<file path="src/frustum_sphere_cull_assert.svh">
// assertion macros used by the frustum sphere cull top level
`ifndef FRUSTUM_SPHERE_CULL_ASSERT_SVH
`define FRUSTUM_SPHERE_CULL_ASSERT_SVH

// condition must hold in the same cycle as the trigger
`define FSC_ASSERT_SAME(name, pre, post, msg) \
    name: assert property (@(posedge clk) disable iff (!rst_n) (pre) |-> (post)) \
        else $error(msg);

// condition must hold in the cycle after the trigger
`define FSC_ASSERT_NEXT(name, pre, post, msg) \
    name: assert property (@(posedge clk) disable iff (!rst_n) (pre) |=> (post)) \
        else $error(msg);

`endif

</file>
<file path="src/fsc_pkg.sv">
// types, widths and plane extraction for the frustum sphere cull block
`default_nettype none

package fsc_pkg;

    localparam int COORD_WIDTH  = 16;
    localparam int RADIUS_WIDTH = 15;
    localparam int ENTRY_WIDTH  = 16;
    localparam int NUM_ROWS     = 4;
    localparam int ROW_WIDTH    = 4 * ENTRY_WIDTH;
    localparam int NUM_PLANES   = 6;
    localparam int RAW_SHIFT    = 12;
    localparam int PIPE_DEPTH   = 6;

    localparam int CFG_W     = ROW_WIDTH;
    localparam int CFG_IDX_W = 3;

    // plane component, product and distance widths
    localparam int PC_W   = ENTRY_WIDTH + 1;
    localparam int PROD_W = PC_W + COORD_WIDTH;
    localparam int D_W    = PROD_W + 2;
    localparam int MAG_W  = D_W - 1;
    localparam int MLO_W  = MAG_W / 2;
    localparam int MHI_W  = MAG_W - MLO_W;
    localparam int D2_W   = 2 * MAG_W;

    // normal length squared and radius squared widths
    localparam int SQ_W  = 2 * PC_W - 1;
    localparam int N2_W  = 2 * PC_W;
    localparam int NLO_W = N2_W / 2;
    localparam int NHI_W = N2_W - NLO_W;
    localparam int R2_W  = 2 * RADIUS_WIDTH;
    localparam int RN_W  = R2_W + N2_W;
    localparam int CMP_W = (D2_W > RN_W) ? D2_W : RN_W;

    localparam int RS_W  = RADIUS_WIDTH + RAW_SHIFT;
    localparam int RAW_W = ((D_W > RS_W) ? D_W : RS_W) + 1;

    typedef enum logic [CFG_IDX_W-1:0] {
        REG_ROW0 = 3'd0,
        REG_ROW1 = 3'd1,
        REG_ROW2 = 3'd2,
        REG_ROW3 = 3'd3,
        REG_NORM = 3'd4
    } cfg_reg_t;

    typedef enum logic [2:0] {
        PLANE_LEFT,
        PLANE_RIGHT,
        PLANE_TOP,
        PLANE_BOTTOM,
        PLANE_NEAR,
        PLANE_FAR
    } plane_t;

    localparam plane_t PLANE_ORDER [NUM_PLANES] = '{
        PLANE_LEFT, PLANE_RIGHT, PLANE_TOP, PLANE_BOTTOM, PLANE_NEAR, PLANE_FAR
    };

    typedef struct packed {
        logic signed [COORD_WIDTH-1:0] center_x;
        logic signed [COORD_WIDTH-1:0] center_y;
        logic signed [COORD_WIDTH-1:0] center_z;
        logic [RADIUS_WIDTH-1:0]       radius;
    } sphere_t;

    typedef struct packed {
        logic point_inside;
        logic intersects;
        logic envelops;
    } result_t;

    // signed plane distance and the terms the radius tests need
    typedef struct packed {
        logic signed [D_W-1:0]   dval;
        logic [N2_W-1:0]         n2;
        logic [R2_W-1:0]         r2;
        logic [RADIUS_WIDTH-1:0] radius;
        logic                    norm;
    } dist_t;

    // per-plane failures of the three tests
    typedef struct packed {
        logic d_neg;
        logic inter_fail;
        logic env_fail;
    } fail_t;

    function automatic logic signed [PC_W-1:0] plane_comp(
        input plane_t p,
        input logic [ROW_WIDTH-1:0] row
    );
        logic signed [PC_W-1:0] c0;
        logic signed [PC_W-1:0] c1;
        logic signed [PC_W-1:0] c2;
        logic signed [PC_W-1:0] c3;
        c0 = PC_W'($signed(row[0*ENTRY_WIDTH +: ENTRY_WIDTH]));
        c1 = PC_W'($signed(row[1*ENTRY_WIDTH +: ENTRY_WIDTH]));
        c2 = PC_W'($signed(row[2*ENTRY_WIDTH +: ENTRY_WIDTH]));
        c3 = PC_W'($signed(row[3*ENTRY_WIDTH +: ENTRY_WIDTH]));
        case (p)
            PLANE_LEFT:   plane_comp = c3 + c0;
            PLANE_RIGHT:  plane_comp = c3 - c0;
            PLANE_TOP:    plane_comp = c3 - c1;
            PLANE_BOTTOM: plane_comp = c3 + c1;
            PLANE_NEAR:   plane_comp = c2;
            default:      plane_comp = c3 - c2;
        endcase
    endfunction

endpackage

`default_nettype wire

</file>
<file path="src/fsc_cmp.sv">
// squared-distance and radius tests for one plane (two stages)
`default_nettype none

module fsc_cmp (
    input  logic            clk,
    input  logic            adv,
    input  fsc_pkg::dist_t  plane_d,
    output fsc_pkg::fail_t  fail
);
    import fsc_pkg::*;

    logic                       neg;
    logic signed [D_W-1:0]      absd;
    logic [MAG_W-1:0]           mag;
    logic [MHI_W-1:0]           mh;
    logic [MLO_W-1:0]           ml;
    logic [NHI_W-1:0]           nh;
    logic [NLO_W-1:0]           nl;
    logic signed [RAW_W-1:0]    dext;
    logic signed [RAW_W-1:0]    rs;
    logic signed [RAW_W-1:0]    raw_sum;
    logic signed [RAW_W-1:0]    raw_diff;

    logic [2*MHI_W-1:0]         hh_next, hh_reg;
    logic [MHI_W+MLO_W-1:0]     hl_next, hl_reg;
    logic [2*MLO_W-1:0]         ll_next, ll_reg;
    logic [R2_W+NHI_W-1:0]      rnh_next, rnh_reg;
    logic [R2_W+NLO_W-1:0]      rnl_next, rnl_reg;
    logic                       neg_c_reg, raw_i_c_reg, raw_e_c_reg, norm_c_reg;

    logic [CMP_W-1:0]           d2_next, d2_reg;
    logic [CMP_W-1:0]           rn_next, rn_reg;
    logic                       neg_d_reg, raw_i_d_reg, raw_e_d_reg, norm_d_reg;

    // stage c: magnitude split into halves for the partial products
    always_comb
    begin
        neg      = plane_d.dval[D_W-1];
        absd     = neg ? -plane_d.dval : plane_d.dval;
        mag      = absd[MAG_W-1:0];
        mh       = mag[MAG_W-1:MLO_W];
        ml       = mag[MLO_W-1:0];
        nh       = plane_d.n2[N2_W-1:NLO_W];
        nl       = plane_d.n2[NLO_W-1:0];
        hh_next  = (2*MHI_W)'(mh) * (2*MHI_W)'(mh);
        hl_next  = (MHI_W+MLO_W)'(mh) * (MHI_W+MLO_W)'(ml);
        ll_next  = (2*MLO_W)'(ml) * (2*MLO_W)'(ml);
        rnh_next = (R2_W+NHI_W)'(plane_d.r2) * (R2_W+NHI_W)'(nh);
        rnl_next = (R2_W+NLO_W)'(plane_d.r2) * (R2_W+NLO_W)'(nl);
        // raw mode scales the radius to the q.12 distance units
        dext     = RAW_W'(plane_d.dval);
        rs       = $signed(RAW_W'(plane_d.radius)) <<< RAW_SHIFT;
        raw_sum  = dext + rs;
        raw_diff = dext - rs;
    end

    always_ff @(posedge clk)
    begin
        if (adv)
        begin
            hh_reg      <= hh_next;
            hl_reg      <= hl_next;
            ll_reg      <= ll_next;
            rnh_reg     <= rnh_next;
            rnl_reg     <= rnl_next;
            neg_c_reg   <= neg;
            raw_i_c_reg <= raw_sum[RAW_W-1];
            raw_e_c_reg <= raw_diff[RAW_W-1];
            norm_c_reg  <= plane_d.norm;
        end
    end

    // stage d: recombine partials into full squares
    always_comb
    begin
        d2_next = (CMP_W'(hh_reg) << (2*MLO_W)) + (CMP_W'(hl_reg) << (MLO_W+1))
                + CMP_W'(ll_reg);
        rn_next = (CMP_W'(rnh_reg) << NLO_W) + CMP_W'(rnl_reg);
    end

    always_ff @(posedge clk)
    begin
        if (adv)
        begin
            d2_reg      <= d2_next;
            rn_reg      <= rn_next;
            neg_d_reg   <= neg_c_reg;
            raw_i_d_reg <= raw_i_c_reg;
            raw_e_d_reg <= raw_e_c_reg;
            norm_d_reg  <= norm_c_reg;
        end
    end

    // d + r|n| < 0 iff d < 0 and d^2 > r^2 n2; d - r|n| < 0 iff d < 0 or d^2 < r^2 n2
    always_comb
    begin
        fail.d_neg      = neg_d_reg;
        fail.inter_fail = norm_d_reg ? (neg_d_reg && (d2_reg > rn_reg)) : raw_i_d_reg;
        fail.env_fail   = norm_d_reg ? (neg_d_reg || (d2_reg < rn_reg)) : raw_e_d_reg;
    end

endmodule

`default_nettype wire

</file>
<file path="config.mk">
export PLATFORM = sky130hd
export DESIGN_NAME = fsc_cmp
export DESIGN_NICKNAME = d
export VERILOG_FILES = /design/src/frustum_sphere_cull_assert.svh /design/src/fsc_pkg.sv /design/src/fsc_cmp.sv
export SDC_FILE = /design/constraint.sdc
export NUM_CORES = 2
export LEC_CHECK = 0
export BUFFER_PORTS_ARGS = -buffer_cell sky130_fd_sc_hd__buf_2
export CAP_MARGIN = 10
export CORE_MARGIN = 3
export CORE_UTILIZATION = 55
export DETAILED_ROUTE_END_ITERATION = 10
export PLACE_DENSITY = 0.71
export SYNTH_ARGS = -nofsm -noshare
export SYNTH_HDL_FRONTEND = slang
export SYNTH_SLANG_ARGS = --single-unit
</file>
<file path="constraint.sdc">
create_clock -name clk -period 11.5 [get_ports clk]
set_clock_uncertainty 0.15 [all_clocks]
set_input_delay 0.575 -clock clk [delete_from_list [all_inputs] [get_ports clk]]
set_output_delay 0.575 -clock clk [all_outputs]
set_load 0.05 [all_outputs]
</file>
==> flow_metrics.tcl <==
set metrics [dict create \
    status "finished clean" \
    cap_violations 0 \
    drtAntennaViolNets 0 \
    port_buffers 119 \
    avgSynthCellArea_um2 9.260 \
    async_flop_share_pct 0 \
    cts_max_level 2 \
    hp-class "in -> reg" \
    worst-setup-path-type "in -> reg" \
    ctsResizeCount 0 \
    holdBufCountCts 0 \
    clkLatencyLatePin_ns 0.54 \
    clk_pin_slew_ns 0.06 \
    start_kind "primary input" \
    clockBufferDepth 3 \
    reg2reg_slack_ns 7.31 \
    num_io_pins 120 \
    numCtsBuffers 34 \
    crit_path_max_incr_delay_ns 0.91 \
    vias 52930 \
    viasPerCell 5.511 \
    cp.required_ns 11.62 \
    drc 0 \
    r2r-start "ll_reg[30]" \
    period_needed_ns 9.269 \
    cts_tree "built" \
    die_area_um2 137900 \
    grtUsageTotal_pct 26.84 \
    ys_warn_count 0 \
    cts_setup_buffers 0 \
    setup-tns-final_ns 0 \
    netlist_area_um2 73430 \
    r2r-end "d2_reg[63]" \
    worstHoldPathCells 1 \
    largest_reg_flops 67 \
    slowest_stage "xor2_1" \
    synthDistinctLibCells 86 \
    wirelength_um 177200 \
    cts-root-buf "clkbuf_16" \
    end_kind "flop" \
    syn_inst 7930 \
    cpMostUsedCell "fa_1" \
    maxSlewViolCount 0 \
    cts.sinks 334 \
    dp_hpwl_um 139500 \
    syn2layout_area_growth_pct 4.425 \
    synth-main-ff-cell "edfxtp_1" \
    first_global_vias 57300 \
    core_um2 132000 \
    fmax_mhz 107.9 \
    period_share_pct 80.60 \
    row_count 133 \
    dr.pass1.iters 5 \
    cp_max_fo 10 \
    drive_above_1_share_pct 3.950 \
    hold_viol 0 \
    die_h_um 371.4 \
    fillers 11330 \
    ys_ff_latch 334 \
    synth_fp_nets 10210 \
    rsz0062_at_grt "no" \
    yosysSeqAreaShare_pct 13.66 \
    wl_per_cell_um 18.45 \
    grt_pass1_wl_um 295100 \
    die_w_um 371.4 \
    worstHoldStart "plane_d[0]" \
    crit_arrival_ns 9.39 \
    synth_area_leaders "fa_1 (40%), edfxtp_1 (14%), ha_1 (12%)" \
    grt_max_degree 113 \
    nNetsFinal 10100 \
    worst_pin_slew_ns 1.299 \
    worstRegToRegCells 10 \
    setup_viol_count_final 0 \
    drtIter0Drc 3552 \
    synth_top_area_share_pct 39.53 \
    synth_edf_count 334 \
    antenna_found_initial 0 \
    initial_core_util_pct 55.65 \
    slew_headroom_pct 12.96 \
    min_to "norm_c_reg" \
    overflow 0 \
    gp_congestion 0.8811 \
    yosysTopAreaCell "fa_1" \
]
[worst max-delay path by stage]
stage,from,to,slack [ns],cells after the start
after floorplan,plane_d[89],hl_reg[33],2.91,29
after global placement,plane_d[80],hl_reg[30],2.05,30
after detailed placement,plane_d[86],hl_reg[33],1.83,27
after CTS,plane_d[86],hl_reg[33],2.38,27
after global routing,plane_d[80],hl_reg[33],1.64,32
final,plane_d[86],hl_reg[30],2.23,27
[final cells by class]
cell class	instances	area [um^2]	area share, %
clock inverters	17	141.4	0.1844
clock buffers	42	902.1	1.176
inverters	1894	7109	9.271
multi-input cells	5366	55120	71.89
repair buffers	195	1176	1.534
well taps	1755	2196	2.864
flip-flops and latches	334	10030	13.08
diodes	1	2.502	0.003263
[placed cells by master (no fill, tap or decap), types with 78 or more instances in the layout]
master	netlist	layout
inv_1	1877	1877
fa_1	1450	1450
nand2_1	1188	1188
ha_1	711	711
nor2_1	394	394
edfxtp_1	334	334
and2_1	266	266
a21oi_1	214	214
xnor2_1	215	205
a21o_1	145	145
o21ai_0	121	121
buf_2	10	118
xor2_1	83	78
[kinds of logic (layout without fill, tap and decap cells)]
group | after synthesis | after routing | share of synthesized area, %
simple gates | 2151 | 2151 | 12.91
mux | 1 | 1 | 0.01533
flops | 334 | 334 | 13.66
xor+xnor | 301 | 301 | 3.621
other cells | 0 | 1 | 0
fa+ha+maj | 2161 | 2161 | 51.65
buf+inv | 2230 | 2148 | 11.43
compound gates | 752 | 752 | 6.729
[cell usage after synthesis, types with 9 or more instances]
cell      instances
a41oi_1          10
inv_2            10
o21bai_1         34
and3_1           30
ha_1            711
nor2b_1          27
edfxtp_1        334
xnor2_1         215
clkbuf_1        318
nand3_1          58
nor3_1           37
a31oi_1          24
xor2_1           83
and2_1          266
buf_2            10
nand2b_1         37
fa_1           1450
nand4_1          43
a21o_1          145
a21oi_1         214
and4_1           10
o31a_1           11
a31o_2            9
o21a_1           30
o31ai_1          20
a211oi_1         25
o21ai_0         121
inv_1          1877
nor2_1          394
or2_2            12
nand2_1        1188
nor4_1           11
[stage by stage]
stage | util (%) | hold slack, ns | setup slack (ns) | area [um^2] | cells
2_1_floorplan | - | 0.2503 | 2.915 | 73430 | 7930
3_3_place_gp | 57.32 | 0.2533 | 2.052 | 75640 | 9544
3_5_place_dp | 57.32 | 0.2545 | 1.835 | 75640 | 9544
4_1_cts | 58.11 | 0.05308 | 2.383 | 76680 | 9603
5_1_grt | 58.11 | 0.05649 | 1.638 | 76680 | 9603
6_report | 58.11 | 0.07902 | 2.231 | 76680 | 9604
[worst max-delay path: cells and delay by family]
family / cells / cell delay [ns]
xor+xnor: 2 / 1.01
compound gates: 7 / 2.23
fa+ha+maj: 7 / 3.32
simple gates: 6 / 1.92
buf+inv: 5 / 0.33
[routing by layer]
layer	up-vias	global-route usage, %	share of wire (%)
met5	-	0	0
met4	0	8.746	3.6
met3	363	3.641	6.9
met2	1738	45.75	49
met1	27000	35.59	40
li1	23830	-	-
Power is left out: the tool's default activity adds up to more than one toggle a clock period on the data nets, which glitch-free logic cannot reach.
